--- src/rtl/bapp_pkg.sv ---
// Shared types and constants for the advertising payload parser.
// No dependencies; the front, queue, back and top level import this package.
`default_nettype none

package bapp_pkg;

  // Width of the record length field on the input channel
  localparam int LEN_W  = 5;
  // Value index counter, saturates at all ones
  localparam int VIDX_W = 6;

  // Queue between the parse front and the result back
  localparam int Q_DEPTH = 4;
  localparam int Q_AW    = 2;

  // Result kinds
  localparam logic [1:0] KIND_NAME    = 2'd0;
  localparam logic [1:0] KIND_MFG     = 2'd1;
  localparam logic [1:0] KIND_SVC     = 2'd2;
  localparam logic [1:0] KIND_SUMMARY = 2'd3;

  typedef enum logic [1:0] {
    PH_LEN   = 2'd0,
    PH_TYPE  = 2'd1,
    PH_VALUE = 2'd2,
    PH_STOP  = 2'd3
  } phase_t;

  typedef struct packed {
    logic svc;
    logic mfg;
    logic name;
    logic tx;
    logic flags;
  } marks_t;

  // One queue entry: an optional byte result, then an optional summary
  typedef struct packed {
    logic              byte_vld;
    logic [1:0]        kind;
    logic [7:0]        data;
    logic              restart;
    logic              sum_vld;
    logic [7:0]        flags_value;
    logic signed [7:0] tx_power_value;
    marks_t            marks;
  } q_entry_t;

endpackage

`default_nettype wire

--- src/rtl/bapp_if.sv ---
// Channel interfaces for the advertising payload parser.
// Input channel carries payload bytes, output channel carries result items.
`default_nettype none

interface bapp_in_if;
  logic       valid;
  logic       ready;
  logic [7:0] data_byte;
  logic [4:0] record_len;

  modport source (output valid, data_byte, record_len, input ready);
  modport sink   (input valid, data_byte, record_len, output ready);
endinterface

interface bapp_out_if;
  logic              valid;
  logic              ready;
  logic [1:0]        result_kind;
  logic [7:0]        out_byte;
  logic              name_restart;
  logic [7:0]        flags_value;
  logic              flags_seen;
  logic signed [7:0] tx_power_value;
  logic              tx_power_seen;
  logic              name_found;
  logic              mfg_found;
  logic              svc_found;
  logic              run_last;

  modport source (output valid, result_kind, out_byte, name_restart, flags_value,
                  flags_seen, tx_power_value, tx_power_seen, name_found,
                  mfg_found, svc_found, run_last, input ready);
  modport sink   (input valid, result_kind, out_byte, name_restart, flags_value,
                  flags_seen, tx_power_value, tx_power_seen, name_found,
                  mfg_found, svc_found, run_last, output ready);
endinterface

`default_nettype wire

--- src/rtl/bapp_front.sv ---
// Parse front: accepts payload bytes, walks the length-type-value structures
// and pushes one queue entry per item that causes results. Uses bapp_pkg.
`default_nettype none

module bapp_front #(
  parameter int MAX_PAYLOAD   = 31,
  parameter int NAME_CHARS    = 47,
  parameter int PREVIEW_BYTES = 24
) (
  input  logic               clk,
  input  logic               rst,
  bapp_in_if.sink            in_ch,
  input  logic               q_ready,
  output logic               push,
  output bapp_pkg::q_entry_t entry
);
  import bapp_pkg::*;

  localparam int LenFull   = (1 << LEN_W) - 1;
  localparam int LenCapInt = (MAX_PAYLOAD < LenFull) ? MAX_PAYLOAD : LenFull;
  localparam logic [LEN_W-1:0]  LEN_CAP  = LEN_W'(LenCapInt);
  localparam logic [VIDX_W-1:0] NAME_LIM = VIDX_W'(NAME_CHARS);
  localparam logic [VIDX_W-1:0] PREV_LIM = VIDX_W'(PREVIEW_BYTES);

  localparam logic [7:0] T_FLAGS      = 8'h01;
  localparam logic [7:0] T_NAME_SHORT = 8'h08;
  localparam logic [7:0] T_NAME_FULL  = 8'h09;
  localparam logic [7:0] T_TXPOW      = 8'h0A;
  localparam logic [7:0] T_SVC16      = 8'h16;
  localparam logic [7:0] T_MFG        = 8'hFF;

  localparam logic [7:0] CH_UNDERSCORE = 8'h5F;
  localparam logic [7:0] CH_DOT        = 8'h2E;

  function automatic logic [7:0] sanitize(input logic [7:0] c);
    if (c == 8'h22 || c == 8'h5C) begin
      return CH_UNDERSCORE;
    end else if (c >= 8'h20 && c <= 8'h7E) begin
      return c;
    end
    return CH_DOT;
  endfunction

  // Record state
  logic [LEN_W-1:0]  bp;
  phase_t            phase;
  logic [7:0]        rem;
  logic [7:0]        cur_type;
  logic [VIDX_W-1:0] vidx;
  logic              cap;
  marks_t            marks;
  logic [7:0]        flags_store;
  logic [7:0]        tx_store;

  phase_t            phase_next;
  logic [7:0]        rem_next;
  logic [7:0]        cur_type_next;
  logic [VIDX_W-1:0] vidx_next;
  logic              cap_next;
  marks_t            marks_next;
  logic [7:0]        flags_store_next;
  logic [7:0]        tx_store_next;

  logic [7:0]       b;
  logic [LEN_W-1:0] len;
  logic             len_zero;
  logic             parse_en;
  logic             rec_end;
  logic             overrun;
  logic [7:0]       rem_dec;
  logic             accept;
  logic             is_name;

  assign b        = in_ch.data_byte;
  assign len      = (in_ch.record_len > LEN_CAP) ? LEN_CAP : in_ch.record_len;
  assign len_zero = (len == '0);
  assign parse_en = (bp < len);
  assign rec_end  = ({1'b0, bp} + (LEN_W+1)'(1)) >= {1'b0, len};
  assign overrun  = ({4'b0, bp} + 9'd1 + {1'b0, b}) > {4'b0, len};
  assign rem_dec  = rem - 8'd1;
  assign is_name  = (cur_type == T_NAME_SHORT) || (cur_type == T_NAME_FULL);

  assign in_ch.ready = q_ready;
  assign accept      = in_ch.valid && q_ready;

  // Next state of the parse walk
  always_comb begin
    phase_next       = phase;
    rem_next         = rem;
    cur_type_next    = cur_type;
    vidx_next        = vidx;
    cap_next         = cap;
    marks_next       = marks;
    flags_store_next = flags_store;
    tx_store_next    = tx_store;
    if (parse_en) begin
      case (phase)
        PH_LEN: begin
          if (b == 8'd0 || overrun) begin
            phase_next = PH_STOP;
          end else begin
            rem_next   = b;
            phase_next = PH_TYPE;
          end
        end
        PH_TYPE: begin
          cur_type_next = b;
          rem_next      = rem_dec;
          vidx_next     = '0;
          cap_next      = 1'b0;
          if (rem_dec == 8'd0) begin
            phase_next = PH_LEN;
          end else begin
            phase_next = PH_VALUE;
            if (b == T_NAME_FULL || (b == T_NAME_SHORT && !marks.name)) begin
              cap_next        = 1'b1;
              marks_next.name = 1'b1;
            end else if (b == T_MFG && !marks.mfg) begin
              cap_next       = 1'b1;
              marks_next.mfg = 1'b1;
            end else if (b == T_SVC16 && !marks.svc) begin
              cap_next       = 1'b1;
              marks_next.svc = 1'b1;
            end
          end
        end
        PH_VALUE: begin
          if (vidx == '0 && cur_type == T_FLAGS) begin
            flags_store_next = b;
            marks_next.flags = 1'b1;
          end
          if (vidx == '0 && cur_type == T_TXPOW) begin
            tx_store_next = b;
            marks_next.tx = 1'b1;
          end
          if (vidx != '1) begin
            vidx_next = vidx + VIDX_W'(1);
          end
          rem_next = rem_dec;
          if (rem_dec == 8'd0) begin
            phase_next = PH_LEN;
            cap_next   = 1'b0;
          end
        end
        default: begin
        end
      endcase
    end
  end

  // Queue entry for this item
  always_comb begin
    entry = '0;
    if (parse_en && phase == PH_VALUE && cap) begin
      if (is_name) begin
        entry.byte_vld = (vidx < NAME_LIM);
        entry.kind     = KIND_NAME;
        entry.data     = sanitize(b);
        entry.restart  = (vidx == '0);
      end else begin
        entry.byte_vld = (vidx < PREV_LIM);
        entry.kind     = (cur_type == T_MFG) ? KIND_MFG : KIND_SVC;
        entry.data     = b;
      end
    end
    if (rec_end) begin
      entry.sum_vld        = 1'b1;
      entry.flags_value    = flags_store_next;
      entry.tx_power_value = tx_store_next;
      entry.marks          = marks_next;
    end
    push = accept && !len_zero && (entry.byte_vld || entry.sum_vld);
  end

  always_ff @(posedge clk) begin
    if (rst) begin
      bp          <= '0;
      phase       <= PH_LEN;
      rem         <= '0;
      cur_type    <= '0;
      vidx        <= '0;
      cap         <= 1'b0;
      marks       <= '0;
      flags_store <= '0;
      tx_store    <= '0;
    end else if (accept && !len_zero) begin
      if (rec_end) begin
        // clear the record after its summary
        bp          <= '0;
        phase       <= PH_LEN;
        rem         <= '0;
        cur_type    <= '0;
        vidx        <= '0;
        cap         <= 1'b0;
        marks       <= '0;
        flags_store <= '0;
        tx_store    <= '0;
      end else begin
        bp          <= bp + LEN_W'(1);
        phase       <= phase_next;
        rem         <= rem_next;
        cur_type    <= cur_type_next;
        vidx        <= vidx_next;
        cap         <= cap_next;
        marks       <= marks_next;
        flags_store <= flags_store_next;
        tx_store    <= tx_store_next;
      end
    end
  end

`ifndef ASSERT_OFF
  a_clear_after_summary: assert property (@(posedge clk) disable iff (rst)
    (push && entry.sum_vld) |=> (bp == '0 && marks == '0 && phase == PH_LEN))
    else $error("record state not cleared after summary");

  a_rem_live: assert property (@(posedge clk) disable iff (rst)
    (phase == PH_TYPE || phase == PH_VALUE) |-> (rem != 8'd0))
    else $error("structure walk with no bytes remaining");

  a_cap_in_value: assert property (@(posedge clk) disable iff (rst)
    cap |-> (phase == PH_VALUE))
    else $error("capture active outside a value");
`endif

endmodule

`default_nettype wire

--- src/rtl/bapp_queue.sv ---
// Short queue of parse entries between the front and the back.
// Uses bapp_pkg for the entry type and the depth.
`default_nettype none

module bapp_queue (
  input  logic               clk,
  input  logic               rst,
  input  logic               push,
  input  bapp_pkg::q_entry_t wr_entry,
  output logic               ready,
  input  logic               pop,
  output logic               nonempty,
  output bapp_pkg::q_entry_t head
);
  import bapp_pkg::*;

  q_entry_t        mem [Q_DEPTH];
  logic [Q_AW-1:0] wr_ptr;
  logic [Q_AW-1:0] rd_ptr;
  logic [Q_AW:0]   count;

  assign ready    = (count != (Q_AW+1)'(Q_DEPTH));
  assign nonempty = (count != '0);
  assign head     = mem[rd_ptr];

  always_ff @(posedge clk) begin
    if (push) begin
      mem[wr_ptr] <= wr_entry;
    end
  end

  always_ff @(posedge clk) begin
    if (rst) begin
      wr_ptr <= '0;
      rd_ptr <= '0;
      count  <= '0;
    end else begin
      if (push) begin
        wr_ptr <= wr_ptr + Q_AW'(1);
      end
      if (pop) begin
        rd_ptr <= rd_ptr + Q_AW'(1);
      end
      case ({push, pop})
        2'b10:   count <= count + (Q_AW+1)'(1);
        2'b01:   count <= count - (Q_AW+1)'(1);
        default: count <= count;
      endcase
    end
  end

`ifndef ASSERT_OFF
  a_no_overflow: assert property (@(posedge clk) disable iff (rst)
    push |-> (ready || pop))
    else $error("push into full queue");

  a_no_underflow: assert property (@(posedge clk) disable iff (rst)
    pop |-> nonempty)
    else $error("pop from empty queue");

  a_count_bound: assert property (@(posedge clk) disable iff (rst)
    count <= (Q_AW+1)'(Q_DEPTH))
    else $error("queue count beyond depth");
`endif

endmodule

`default_nettype wire

--- src/rtl/bapp_back.sv ---
// Result back: drains queue entries and emits a byte result and/or a
// record summary per entry. Uses bapp_pkg and bapp_out_if.
`default_nettype none

module bapp_back (
  input  logic               clk,
  input  logic               rst,
  input  logic               nonempty,
  input  bapp_pkg::q_entry_t head,
  output logic               pop,
  bapp_out_if.source         out_ch
);
  import bapp_pkg::*;

  logic sum_phase;
  logic show_byte;
  logic out_acc;

  assign show_byte    = head.byte_vld && !sum_phase;
  assign out_ch.valid = nonempty;
  assign out_acc      = nonempty && out_ch.ready;
  // pop after the last result of the entry leaves
  assign pop          = out_acc && !(show_byte && head.sum_vld);

  always_comb begin
    out_ch.result_kind    = KIND_SUMMARY;
    out_ch.out_byte       = '0;
    out_ch.name_restart   = 1'b0;
    out_ch.flags_value    = '0;
    out_ch.flags_seen     = 1'b0;
    out_ch.tx_power_value = '0;
    out_ch.tx_power_seen  = 1'b0;
    out_ch.name_found     = 1'b0;
    out_ch.mfg_found      = 1'b0;
    out_ch.svc_found      = 1'b0;
    out_ch.run_last       = 1'b1;
    if (show_byte) begin
      out_ch.result_kind  = head.kind;
      out_ch.out_byte     = head.data;
      out_ch.name_restart = head.restart;
      out_ch.run_last     = !head.sum_vld;
    end else begin
      out_ch.flags_value    = head.flags_value;
      out_ch.flags_seen     = head.marks.flags;
      out_ch.tx_power_value = head.tx_power_value;
      out_ch.tx_power_seen  = head.marks.tx;
      out_ch.name_found     = head.marks.name;
      out_ch.mfg_found      = head.marks.mfg;
      out_ch.svc_found      = head.marks.svc;
    end
  end

  always_ff @(posedge clk) begin
    if (rst) begin
      sum_phase <= 1'b0;
    end else if (out_acc) begin
      sum_phase <= show_byte && head.sum_vld;
    end
  end

endmodule

`default_nettype wire

--- src/rtl/ble_adv_payload_parser.sv ---
// Top level of the advertising payload parser: parse front, entry queue and
// result back. Depends on bapp_pkg, bapp_if, bapp_front, bapp_queue, bapp_back.
//
//   channel  | dir | handshake         | payload
//   ---------+-----+-------------------+------------------------------------------
//   in_ch    | in  | valid/ready       | data_byte, record_len
//   out_ch   | out | valid/ready       | result_kind, out_byte, name_restart,
//            |     |                   | flags/tx_power/presence marks, run_last
//
// One payload byte is accepted per cycle while the queue is not full; its results
// go into the entry queue. An item with a byte result and a summary gives two
// results, byte first; the output drains one result per cycle while out_ch.ready
// is high, and the 4-entry queue absorbs bursts.
// Input ready drops only when the queue is full.
// Reset (rst, synchronous) clears the record walk and empties the queue.
`default_nettype none

module ble_adv_payload_parser #(
  parameter int MAX_PAYLOAD   = 31,
  parameter int NAME_CHARS    = 47,
  parameter int PREVIEW_BYTES = 24
) (
  input  logic       clk,
  input  logic       rst,
  bapp_in_if.sink    in_ch,
  bapp_out_if.source out_ch
);
  import bapp_pkg::*;

  logic     q_ready;
  logic     push;
  q_entry_t entry;
  logic     pop;
  logic     q_nonempty;
  q_entry_t head;

  bapp_front #(
    .MAX_PAYLOAD   (MAX_PAYLOAD),
    .NAME_CHARS    (NAME_CHARS),
    .PREVIEW_BYTES (PREVIEW_BYTES)
  ) u_front (
    .clk     (clk),
    .rst     (rst),
    .in_ch   (in_ch),
    .q_ready (q_ready),
    .push    (push),
    .entry   (entry)
  );

  bapp_queue u_queue (
    .clk      (clk),
    .rst      (rst),
    .push     (push),
    .wr_entry (entry),
    .ready    (q_ready),
    .pop      (pop),
    .nonempty (q_nonempty),
    .head     (head)
  );

  bapp_back u_back (
    .clk      (clk),
    .rst      (rst),
    .nonempty (q_nonempty),
    .head     (head),
    .pop      (pop),
    .out_ch   (out_ch)
  );

endmodule

`default_nettype wire
--- src/flat_wrapper.sv ---
// flat-port wrapper written by rule: the top's interface ports become plain ports
module ble_adv_payload_parser_flat import bapp_pkg::*;
#(
  parameter int MAX_PAYLOAD   = 31,
  parameter int NAME_CHARS    = 47,
  parameter int PREVIEW_BYTES = 24
)
  (clk, rst, in_ch_valid, in_ch_data_byte, in_ch_record_len, in_ch_ready, out_ch_valid, out_ch_result_kind, out_ch_out_byte, out_ch_name_restart, out_ch_flags_value, out_ch_flags_seen, out_ch_tx_power_value, out_ch_tx_power_seen, out_ch_name_found, out_ch_mfg_found, out_ch_svc_found, out_ch_run_last, out_ch_ready);
  bapp_in_if in_ch_i ();
  bapp_out_if out_ch_i ();
  input  logic clk;
  input  logic rst;
  input wire logic [$bits(in_ch_i.valid)-1:0] in_ch_valid;
  input wire logic [$bits(in_ch_i.data_byte)-1:0] in_ch_data_byte;
  input wire logic [$bits(in_ch_i.record_len)-1:0] in_ch_record_len;
  output wire logic [$bits(in_ch_i.ready)-1:0] in_ch_ready;
  output wire logic [$bits(out_ch_i.valid)-1:0] out_ch_valid;
  output wire logic [$bits(out_ch_i.result_kind)-1:0] out_ch_result_kind;
  output wire logic [$bits(out_ch_i.out_byte)-1:0] out_ch_out_byte;
  output wire logic [$bits(out_ch_i.name_restart)-1:0] out_ch_name_restart;
  output wire logic [$bits(out_ch_i.flags_value)-1:0] out_ch_flags_value;
  output wire logic [$bits(out_ch_i.flags_seen)-1:0] out_ch_flags_seen;
  output wire logic [$bits(out_ch_i.tx_power_value)-1:0] out_ch_tx_power_value;
  output wire logic [$bits(out_ch_i.tx_power_seen)-1:0] out_ch_tx_power_seen;
  output wire logic [$bits(out_ch_i.name_found)-1:0] out_ch_name_found;
  output wire logic [$bits(out_ch_i.mfg_found)-1:0] out_ch_mfg_found;
  output wire logic [$bits(out_ch_i.svc_found)-1:0] out_ch_svc_found;
  output wire logic [$bits(out_ch_i.run_last)-1:0] out_ch_run_last;
  input wire logic [$bits(out_ch_i.ready)-1:0] out_ch_ready;
  assign in_ch_i.valid = in_ch_valid;
  assign in_ch_i.data_byte = in_ch_data_byte;
  assign in_ch_i.record_len = in_ch_record_len;
  assign in_ch_ready = in_ch_i.ready;
  assign out_ch_valid = out_ch_i.valid;
  assign out_ch_result_kind = out_ch_i.result_kind;
  assign out_ch_out_byte = out_ch_i.out_byte;
  assign out_ch_name_restart = out_ch_i.name_restart;
  assign out_ch_flags_value = out_ch_i.flags_value;
  assign out_ch_flags_seen = out_ch_i.flags_seen;
  assign out_ch_tx_power_value = out_ch_i.tx_power_value;
  assign out_ch_tx_power_seen = out_ch_i.tx_power_seen;
  assign out_ch_name_found = out_ch_i.name_found;
  assign out_ch_mfg_found = out_ch_i.mfg_found;
  assign out_ch_svc_found = out_ch_i.svc_found;
  assign out_ch_run_last = out_ch_i.run_last;
  assign out_ch_i.ready = out_ch_ready;
  ble_adv_payload_parser #(.MAX_PAYLOAD(MAX_PAYLOAD), .NAME_CHARS(NAME_CHARS), .PREVIEW_BYTES(PREVIEW_BYTES)) u_core (.clk(clk), .rst(rst), .in_ch(in_ch_i), .out_ch(out_ch_i));
endmodule
--- config.mk ---
export PLATFORM = sky130hd
export DESIGN_NAME = ble_adv_payload_parser_flat
export DESIGN_NICKNAME = d
export VERILOG_FILES = /design/src/rtl/bapp_pkg.sv /design/src/rtl/bapp_if.sv /design/src/rtl/bapp_front.sv /design/src/rtl/bapp_queue.sv /design/src/rtl/bapp_back.sv /design/src/rtl/ble_adv_payload_parser.sv /design/src/flat_wrapper.sv
export SDC_FILE = /design/constraint.sdc
export NUM_CORES = 1
export LEC_CHECK = 0
export BUFFER_PORTS_ARGS = -buffer_cell sky130_fd_sc_hd__clkbuf_2
export CAP_MARGIN = 5
export CORE_ASPECT_RATIO = 1.75
export CORE_MARGIN = 4
export CORE_UTILIZATION = 45
export CTS_BUF_LIST = sky130_fd_sc_hd__clkbuf_4
export CTS_CLUSTER_DIAMETER = 120
export DETAILED_ROUTE_END_ITERATION = 8
export SKIP_CTS_REPAIR_TIMING = 1
export SYNTH_ARGS = -nofsm -noshare
export SYNTH_HDL_FRONTEND = slang
export SYNTH_SLANG_ARGS = --single-unit
--- constraint.sdc ---
create_clock -name clk -period 3.35 [get_ports clk]
set_input_delay 0.67 -clock clk [delete_from_list [all_inputs] [get_ports clk]]
set_output_delay 0.67 -clock clk [all_outputs]
set_load 0.02 [all_outputs]
Word level (Yosys, flattened, before mapping)
Memory sizes are Yosys's and may differ from the RTL's. A register that Yosys moved wholly into a read port is not among the register bits.
Index checks and enable logic that the tools add are counted.
{"block": "totals", "ramBits": 136, "n_memories": 1, "word_cells": 176, "input_bits": 17, "register_bits": 59, "output_inout_bits": 35}
{"block": "classes", "reduce_logical": 45, "magnitude_cmp": 8, "addsub": 10, "mux": 75, "n_eq_ne": 20}
{"name": "u_core.u_queue.mem", "depth": 4, "width": 34, "read_ports": 1, "rd_ports_with_merged_regs": 1, "wr": 1, "line_no": "bapp_queue.sv:17", "source": "q_entry_t mem [Q_DEPTH];"}
{"op": "2-to-1 mux 8 bit", "count": 20}
{"op": "equality test 8 x 4 -> 1 bit, second input constant", "count": 5}
{"op": "2-to-1 mux 1 bit", "count": 27}
{"op": "2-to-1 mux 2 bit", "count": 11}
{"op": "2-to-1 mux 22 bit", "count": 1}
{"op": "2-to-1 mux 5 bit", "count": 4}
{"op": "2-to-1 mux 6 bit", "count": 3}
{"op": "equality test 8 bit, second input constant", "count": 2}
{"op": "logical NOT 8 bit", "count": 2}
{"op": "case mux 8 bit (2 select lines)", "count": 1}
{"op": "AND reduction 4 bit", "count": 4}
{"op": "logical AND 1 bit", "count": 15}
{"op": "adder 5 x 1 -> 6 bit, second input constant", "count": 2}
{"op": "2-to-1 mux 12 bit", "count": 1}
{"op": "inequality test 3 bit, second input constant", "count": 4}
{"op": "case mux 6 bit (2 select lines)", "count": 1}
{"op": "2-to-1 mux 11 bit", "count": 1}
{"op": "adder 6 x 8 -> 9 bit", "count": 1}
{"op": "> comparator 9 x 5 -> 1 bit", "count": 1}
{"op": "nonzero test 3 bit", "count": 3}
{"op": "equality test 8 x 1 -> 1 bit, second input constant", "count": 1}
{"op": "equality test 8 x 5 -> 1 bit, second input constant", "count": 1}
{"op": "equality test 8 x 6 -> 1 bit, second input constant", "count": 1}
{"op": "equality test 8 x 7 -> 1 bit, second input constant", "count": 1}
{"op": "other kinds (29)", "count": 45}

Longest topological paths before layout
{"block": "logic_depth", "word_depth": 13, "mapped_depth": 16, "mapped_depth_nobuf": 15}

Hierarchy
A second synthesis with hierarchy kept.
{"block": "unflattened", "hier_cells": 735, "area_unflattened_um2": 9405.3}
{"mod": "bapp_queue", "seq_area_each_um2": 4264.1, "instances": 1, "area_per_inst_um2": 5388.9, "cells_each": 225}
{"mod": "bapp_front", "seq_area_each_um2": 1021.0, "instances": 1, "area_per_inst_um2": 3682.3, "cells_each": 465}
{"mod": "bapp_back", "seq_area_each_um2": 20.0, "instances": 1, "area_per_inst_um2": 334.1, "cells_each": 45}

Worst setup path after synthesis
Ideal clock, no wire load.
{"block": "synth_timing", "path_type": "input port to flip-flop", "startpoint": "input in_ch_data_byte[0]", "endpoint": "register u_core.u_front.rem[7]", "slack_ns": -0.297, "required_time_ns": 3.235, "cell_stages": 16, "arrival_ns": 3.532, "setup_ns": 0.115, "path_buffers": 1, "path_cell_list": "clkbuf_1 inv_1 ha_1 fa_1 inv_1 a21oi_1 inv_1 a21oi_1 xnor2_1 ha_1 inv_1 a221o_1 and2_1 a31oi_1 a31oi_2 a2111oi_0"}
{"block": "synth_via", "elab_chain_cells": 5, "elab_cells_between_ends": 6, "cone_classes": "add/sub (1); order compare (1); eq/ne (1); reduce/logical (3)"}
{"item": "start, declared", "line_no": "flat_wrapper.sv:14", "source": "input wire logic [$bits(in_ch_i.data_byte)-1:0] in_ch_data_byte;"}
{"item": "adder 6 x 8 -> 9 bit", "line_no": "bapp_front.sv:79", "source": "assign overrun = ({4'b0, bp} + 9'd1 + {1'b0, b}) > {4'b0, len};"}
{"item": "> comparator 9 x 5 -> 1 bit", "line_no": "bapp_front.sv:79"}
{"item": "logical OR 1 bit (*)", "line_no": "bapp_front.sv:99", "source": "if (b == 8'd0 || overrun) begin"}
{"item": "inequality test 3 bit (no line) (*)"}
{"item": "AND reduction 4 bit (no line) (*)"}
{"item": "end signal, assigned", "line_no": "bapp_front.sv:201", "source": "rem <= rem_next;"}
{"item": "end, declared", "line_no": "bapp_front.sv:47", "source": "logic [7:0] rem;"}
Mark *: on every way between the ends. The rest lies on a longest branch, timed or not.
A chain may end at the register's enable or synchronous reset.

Final worst setup path
{"block": "layout_timing", "startpoint": "register u_core.u_front.bp[0]", "endpoint": "register u_core.u_front.rem[5]"}
{"block": "layout_via", "elab_chain_cells": 6, "elab_cells_between_ends": 12, "cone_classes": "add/sub (3); order compare (3); eq/ne (1); mux (1); reduce/logical (4)"}
{"item": "start, declared", "line_no": "bapp_front.sv:45", "source": "logic [LEN_W-1:0] bp;"}
{"item": "start signal, assigned", "line_no": "bapp_front.sv:199", "source": "bp <= bp + LEN_W'(1);"}
{"item": "adder 5 x 1 -> 6 bit", "line_no": "bapp_front.sv:78, bapp_front.sv:79"}
{"item": "adder 6 x 8 -> 9 bit", "line_no": "bapp_front.sv:79"}
{"item": "> comparator 9 x 5 -> 1 bit", "line_no": "bapp_front.sv:79"}
{"item": "logical OR 1 bit", "line_no": "bapp_front.sv:99"}
{"item": "inequality test 3 bit (no line)"}
{"item": "AND reduction 4 bit (no line)"}
Several ways; a longest one is shown, not always the timed one.

==> impl_metrics.py <==
metrics = {
    "clocking": {
        "clock-sinks": 197,
        "cts_root_buffer": "clkbuf_4",
        "clock_path_buffers": 2,
        "cts_max_level": 4,
        "cts_buffers": 17,
        "insertion_delay_ns": 0.57,
        "cts.clk_slew.worst_paths_ns": 0.15,
        "cts_tree": "yes",
    },
    "logic_synthesis": {
        "synthDistinctLibCells": 69,
        "synth_sequential_area_ratio_pct": 57.22,
        "avgSynthCellArea_um2": 12.65,
        "syn-num-nets": 785,
        "synth_top_flop_cell": "edfxtp_1",
        "ys_ff_latch": 197,
        "synth_edf_count": 136,
        "syn_area_mm2": 0.009271,
        "synthCells": 733,
        "async_flop_share_pct": 0,
        "ys_warn_count": 0,
    },
    "critical_path": {
        "rr_endpoint": "u_core.u_front.rem[5]",
        "r2r_slack_ns": 0.16,
        "rr_worst_depth": 17,
        "crit_start": "u_core.u_front.bp[0]",
        "endpoint_kind": "flip-flop",
        "worstPathRequired_ns": 3.84,
        "endpoint": "u_core.u_front.rem[5]",
        "r2r-start": "u_core.u_front.bp[0]",
        "critPathKind": "flip-flop to flip-flop",
        "cp.arrival_ns": 3.68,
        "path_max_fanout": 6,
        "cp-start-kind": "flip-flop",
    },
    "route": {
        "firstDrtPassIters": 5,
        "ant_nets": 0,
        "routed_wl_um": 20560,
        "drc_errors": 0,
        "avgViaCountPerCell": 5.752,
        "vias": 6114,
        "first_iter_violations": 327,
        "wl_per_cell_um": 19.34,
    },
    "global_route": {
        "grt_first_pass_wirelength_um": 33130,
        "grt_use_met2_pct": 34.67,
        "first_global_vias": 6371,
        "antenna_found_initial": 1,
        "grtUsageTotal_pct": 18.61,
        "grt.met1_usage_pct": 20.88,
        "busiest_layer": "met2",
        "grtUsageMet3_pct": 2.538,
        "overflow": 0,
        "grt_max_degree": 46,
    },
    "sta": {
        "fin_ws_ns": 0.1603,
        "worst_slew_pin_slew_ns": 0.6590,
        "setup_viol_count_final": 0,
        "timing.final.crit_share_pct": 95.22,
        "slew_violations": 0,
        "period_minus_slack_ns": 3.190,
        "fin_hold_ws_ns": 0.4010,
        "skew_ns": 0.02274,
        "relSlewSlack_pct": 56.07,
        "hold_viol_final": 0,
        "fmax_mhz": 313.5,
        "setup_tns_ns": 0,
    },
    "min_path": {
        "holdPathStages": 3,
        "hold_class": "primary input to flip-flop",
    },
    "placed_design": {
        "gp_congestion": 0.9223,
        "io_buffers": 51,
        "dp_slack_ns": -0.1499,
        "dp_hpwl_um": 14450,
    },
    "final_layout": {
        "nNetsFinal": 853,
        "nFillCells": 1798,
        "fin_util_pct": 50.79,
        "layout-drive-gt1-share_pct": 22.73,
        "mostFrequentLayoutCells": "edfxtp_1, nor2_1, dfxtp_1, clkbuf_2, a21oi_1",
        "syn2layout_area_growth_pct": 11.15,
        "final_common_cell": "edfxtp_1",
    },
    "job": {
        "drv_cap": 0,
    },
    "floorplanning": {
        "rows": 69,
        "dieArea_mm2": 0.02305,
        "die_h_um": 197.9,
        "core-area_mm2": 0.02029,
        "start_util_pct": 45.70,
        "ioPinCount": 52,
        "die_w_um": 116.5,
    },
    "power": {
        "powerDensity_mw_per_mm2": 466.0,
        "p_leak_nw": 3.631,
        "peakVddDrop_mv": 0.2372,
    },
    "status": {
        "status": "complete, no violations",
    },
}
==> area by class of cell <==
| cell class | instances | area (um^2) | share of cell area, % |
|---|---|---|---|
| well taps | 248 | 310.3 | 3.011 |
| inverters | 35 | 131.4 | 1.275 |
| clock inverters | 11 | 76.32 | 0.7406 |
| diodes | 1 | 2.502 | 0.02428 |
| multi-input cells | 464 | 3750 | 36.39 |
| repair buffers | 86 | 568.0 | 5.512 |
| flip-flops and latches | 197 | 5309 | 51.52 |
| clock buffers | 21 | 157.7 | 1.530 |
==> logic make-up (layout without fill, tap and decap cells) <==
logic type | Yosys count | count (layout) | synth area share, %
AOI/OAI and AO/OA | 129 | 129 | 9.825
xor gates and xnor gates | 13 | 13 | 1.228
adders and majority gates | 35 | 35 | 4.885
buffers and inverters | 72 | 153 | 2.942
DFF | 197 | 197 | 57.22
muxes | 58 | 58 | 10.90
other | 0 | 1 | 0
and+or+nand+nor | 229 | 229 | 13.00
==> worst min-delay path by stage <==
stage | from | to | slack [ns]
floorplan | u_core.u_front.marks[0] | u_core.u_front.marks[0] | 0.44
global placement | u_core.u_front.marks[1] | u_core.u_front.marks[1] | 0.46
detailed placement | u_core.u_front.marks[1] | u_core.u_front.marks[1] | 0.46
CTS | out_ch_ready | u_core.u_back.sum_phase | 0.35
global route | out_ch_ready | u_core.u_back.sum_phase | 0.39
finish | out_ch_ready | u_core.u_back.sum_phase | 0.40
==> metrics by stage <==
stage          instance area [um^2]  instances  power [W]
2_1_floorplan                  9303        733   0.003462
3_3_place_gp                  10030       1030   0.003683
3_5_place_dp                  10030       1030   0.003719
4_1_cts                       10270       1062   0.004828
5_1_grt                       10300       1063   0.005049
6_report                      10300       1063   0.004802
==> per-layer routing <==
| layer | up-vias | part of all wire [%] |
|---|---|---|
| met3 | 33 | 3.3 |
| met2 | 130 | 55 |
| met1 | 3054 | 39 |
| li1 | 2897 | - |
| met5 | - | 0 |
| met4 | 0 | 2.6 |
==> sequential cells by signal, indices dropped and copies added, names as in the netlist, named ones only <==
register                    cells
u_core.u_front.bp               5
u_core.u_front.tx_store         8
u_core.u_front.marks            5
u_core.u_queue.mem            136
u_core.u_front.cap              1
u_core.u_front.vidx             6
u_core.u_front.phase            2
u_core.u_queue.wr_ptr           2
u_core.u_back.sum_phase         1
u_core.u_queue.rd_ptr           2
u_core.u_front.flags_store      8
u_core.u_front.rem              8
u_core.u_front.cur_type         8
u_core.u_queue.count            3
==> cell usage after synthesis, types with 3 or more instances <==
| cell | instances | area [um^2] |
|---|---|---|
| edfxtp_1 | 136 | 4084 |
| nor2_1 | 63 | 236.5 |
| dfxtp_1 | 61 | 1221 |
| a21oi_1 | 44 | 220.2 |
| nand2_1 | 39 | 146.4 |
| mux4_2 | 34 | 765.7 |
| ha_1 | 33 | 412.9 |
| inv_1 | 33 | 123.9 |
| clkbuf_1 | 27 | 101.4 |
| nor2b_1 | 27 | 168.9 |
| nand3_1 | 25 | 125.1 |
| mux2i_1 | 20 | 200.2 |
| a22o_1 | 16 | 140.1 |
| and2_1 | 16 | 100.1 |
| o21ai_0 | 16 | 80.08 |
| nor3_1 | 13 | 65.06 |
| buf_1 | 8 | 30.03 |
| o21a_1 | 7 | 52.55 |
| xor2_1 | 7 | 61.31 |
| nand4_1 | 6 | 37.54 |
| o31ai_1 | 6 | 45.04 |
| xnor2_1 | 6 | 52.55 |
| a2111oi_0 | 5 | 43.79 |
| and3_1 | 4 | 25.02 |
| nand3b_1 | 4 | 30.03 |
| nor4_1 | 4 | 25.02 |
| o211ai_1 | 4 | 30.03 |
| or3_1 | 4 | 25.02 |
| a221o_1 | 3 | 30.03 |
| a31oi_1 | 3 | 18.77 |
| mux2_2 | 3 | 33.78 |
| nand2b_1 | 3 | 18.77 |
| or4_1 | 3 | 22.52 |
==> report_power, final <==
group          internal (W)  switching (W)  total (W)  leakage (nW)
combinational      0.000386       0.000600   0.000985          1.65
sequential          0.00263      0.0000661    0.00270          1.84
clock              0.000332       0.000785    0.00112         0.136
==> worst max-delay path: stages, from the launching register on <==
cell and delay [ns]:
dfxtp_2 0.37, buf_4 0.15, inv_2 0.10, ha_2 0.21, fa_2 0.20, inv_1 0.05, a21oi_2 0.15, inv_1 0.05
a21oi_1 0.17, xnor2_1 0.09, ha_1 0.29, inv_1 0.05, a221o_1 0.32, and2_1 0.17, a31oi_2 0.19, a31oi_4 0.15
buf_4 0.19, mux2i_2 0.20
Note: power is estimated with default switching activity, not from simulation.
